**src/hw/rtl/cht_ram.sv**
```systemverilog
`default_nettype none
// ----------------------------------------------------------------------------
// Generic single-port-write RAM
// One write port and one read port with registered read data.
// ----------------------------------------------------------------------------
module cht_ram #(
   parameter int Width = 8,
   parameter int Depth = 16
) (
   input  wire logic                     clock,
   input  wire logic                     wr_en,
   input  wire logic [$clog2(Depth)-1:0] wr_addr,
   input  wire logic [Width-1:0]         wr_data,
   input  wire logic [$clog2(Depth)-1:0] rd_addr,
   output logic      [Width-1:0]         rd_data
);

   logic [Width-1:0] mem [Depth];

   // Write and registered read.
   always_ff @(posedge clock) begin
      if (wr_en) begin
         mem[wr_addr] <= wr_data;
      end
      rd_data <= mem[rd_addr];
   end

endmodule : cht_ram
`default_nettype wire

```
**config.mk**
```make
export PLATFORM = sky130hd
export DESIGN_NAME = cht_ram
export DESIGN_NICKNAME = d
export VERILOG_FILES = /design/src/hw/rtl/cht_ram.sv
export SDC_FILE = /design/constraint.sdc
export NUM_CORES = 1
export LEC_CHECK = 0
export BUFFER_PORTS_ARGS = -buffer_cell sky130_fd_sc_hd__buf_4
export CAP_MARGIN = 10
export CORE_ASPECT_RATIO = 1.1
export CORE_MARGIN = 10
export CORE_UTILIZATION = 32
export DETAILED_ROUTE_END_ITERATION = 16
export SETUP_SLACK_MARGIN = 0.05
export SKIP_CTS_REPAIR_TIMING = 1
export SLEW_MARGIN = 10
export SYNTH_ARGS = -nofsm -noshare
export SYNTH_HDL_FRONTEND = slang
export SYNTH_SLANG_ARGS = --single-unit
```
**constraint.sdc**
```tcl
create_clock -name clock -period 2.1 [get_ports clock]
set_input_delay 0.105 -clock clock [delete_from_list [all_inputs] [get_ports clock]]
set_output_delay 0.105 -clock clock [all_outputs]
set_load 0.02 [all_outputs]
```
* Word level (Yosys, flattened, before mapping)
Memory sizes are Yosys's and may differ from the RTL's. A register that Yosys moved wholly into a read port is not among the register bits. Cells that the tools add are included.
Storage, ports and cells: bits in latches 0, output and inout port bits 8, bits in read-only memories 0, flip-flop bits (word level) 0, memories kept 1, word-level logic and storage cells 3, memory bits (writable) 128, input bits 18
Operators by class: add/subtract/negate cells 0, reductions and logical operators 0, mux-type cells 2, eq/ne operators 0, shift-type cells 0, bitwise operators 0, magnitude comparators 0, $mul 0, div/mod/pow operators 0
Memory list:
- mem | depth 16, width 8, rd ports 1, clocked after memory_dff 1, write ports 1, RTL line 18 | logic [Width-1:0] mem [Depth];
Operators with widths (count):
- 1-bit two-way mux | 2

* Longest topological paths before layout
depth after elaboration 2, depth in mapped cells 5

* Least setup slack after synthesis
No wires, ideal clock.
path type input-to-reg, from input wr_addr[2], to memory mem[0][0] (enable), buffers on the path 0, data arrival time 1.215 ns, stages 2, setup slack 0.502 ns, library setup time 0.383 ns, cells stage by stage or3b_2 > nor3_1
RTL lines:
- start, declared | RTL line 12 | input wire logic [$clog2(Depth)-1:0] wr_addr,
- end, declared | RTL line 18
No word-level cell before the write port.

==> results.md <==
- Final Cell Area: 6250 um2
- Post-Synthesis Cells: roughly 230
- Power, Total: ~6.3 mW
- Site Rows: 48
- Post-route setup TNS: 0 ns
- WS Path Type: reg -> reg
- I/O pin cnt: 26
- Rel. slew slack: 0.672
- First-pass GRT wire length: 15700 um
- Initial DRT Pass Iterations: 5
- Area of the core: between 15000 and 20000 um2
- Vias in the first global route: 2555
- Routability cong.: 0.729
- Synth cell types: 19
- Die W: 141 um
- Hold Path Class: in -> reg
- Post-Route WL: 10300 um
- Antenna Nets Post-Route: 0
- Power Density: 1000 nW/um2
- Worst Skew: around 0.0096 ns
- Number of synthesized register bits: 136
- CTS Buf Count: 17
- Period utilization: 0.663
- DP HPWL: 6520 um
- Total gr overflow: 0
- Final critical-path required period: ~1.4 ns
- Drc violations: 0
- GRT Total Usage: 0.0992
- Final Hold Viols: 0
- Max Fclk: 718 MHz
- Most frequent cells in the layout: edfxtp_1 (128), buf_4 (45), mux4_2 (18)
- Critical path, cell by cell: mux4_1 > a22oi_1 > nand2_1
- Max Cap Viol: 0
- Wire per inst: 20.6 um
- Clk Latency, worst-skew pair: 0.41 ns
- Layout cells sized above 1: 0.310
- Leak: 2.11 nW
- Crit-path slowest cell: mux4_1
- Buf+Inv Stages, Crit Path: 0
- Vias/cell: a little under 5
- CP endpoint kind: flop
- Post-Syn Area: between 5000 and 6000 um2
- Nets: slightly above 300
- DP Area: 5670 um2
- Vias: 2400
- Setup crit start kind: flop
- Synth warnings: 0
- Htree depth: 4
- Syn_nets: 247
- Post-synthesis sequential area ratio: 0.778
- Final count of pins violating max slew: 0
- Worst-Margin Slew: 0.491 ns
- Peak VDD IR: roughly 460 uV
- RSZ-0062 raised after global routing: no
- 1st-iter DRT viols: 186
- Diodes inserted: 0
- CTS tree: built
- Final Setup Violations: 0
- Arrival time at the worst endpoint: 1.67 ns
- Max clock buf depth: 2
- CP required: 2.38 ns
- Port bufs: 25
- Pin count of the biggest net entering global routing: 33
- Die area: 21600 um2
- Root buffer cell: clkbuf_16
- Initial core utilization: 0.327
- Syn_area_per_cell: 22.5 um2
- CP max stage delay: 0.51 ns
- Worst Path Max Fanout: 1
- Synth-to-Final Area Change: 21.5%
- Top Family by Delay on Critical Path: multiplexers
- Status: completed
- Initial antenna violation count: 0
- Clock Sinks: 136
- Worst-path clk slew: 0.06 ns
- Most common cell after layout, fill and taps aside: edfxtp_1
- DIE HEIGHT: 153 um
Yosys cell counts, drive strengths merged:
cell type / n / share of area
dfxtp: 8 / 0.031
clkdlybuf4s25: 3 / 0.0058
nor2b: 1 / 0.0012
or3b: 1 / 0.0017
nand2b: 2 / 0.0024
nand3b: 2 / 0.0029
and2: 1 / 0.0012
nor3: 4 / 0.0039
nor2: 13 / 0.0095
nand3: 1 / 0.00097
edfxtp: 128 / 0.75
buf: 7 / 0.011
and2b: 1 / 0.0015
mux4: 32 / 0.15
a22oi: 16 / 0.023
nand2: 9 / 0.0066
cell families after synthesis:
kind of cell / share of synthesized area
muxes: 0.150
buffers and inverters: 0.0168
AOI/OAI and AO/OA: 0.0233
and+or+nand+nor: 0.0318
DFF: 0.778
metrics by stage:
stage | utilization | setup WS (ns) | cells | hold WS (ns)
after floorplan | - | 0.502 | 229 | 0.204
after global placement | 0.360 | 0.367 | 465 | 0.414
after detailed placement | 0.360 | 0.325 | 465 | 0.429
after CTS | 0.397 | 0.686 | 497 | -0.0136
after global routing | 0.397 | 0.684 | 497 | 0.00534
final | 0.397 | 0.707 | 497 | 0.00280
cell type report:
type | count | area, um2
well taps | 200 | 250
clock buffers | 22 | 454
multi-input cells | 83 | 1060
repair buffers | 46 | 358
fillers | 1416 | 9480
clock inverters | 10 | 129
flip-flops and latches | 136 | 4000
per-layer routing:
layer	wire length (um)	track usage	vias to the layer above
li1	-	-	1083
met1	4680	0.127	1236
met2	5000	0.153	67
met3	434	0.0270	14
met4	140	0.0428	0
met5	0	0	-
state kept, by name, summed over array words and instances, names as in the netlist:
name,cells
rd_data,8
mem,128
worst paths after layout:
kind	slack, ns	to	from	depth (start not counted)
setup / recovery	0.71	rd_data[0]	mem[1][0]	3
hold / removal	0.003	mem[3][4]	wr_data[4]	1
setup reg to reg	0.71	rd_data[0]	mem[1][0]	3
hold reg to reg	0.68	rd_data[0]	mem[14][0]	3
report_power, final:
part	internal, mW	switching [mW]
Sequential	3.04	0.0197
Combinational	0.142	0.178
Clock	1.88	1.01
Total	5.06	1.21
(Power assumes the default switching activity.)
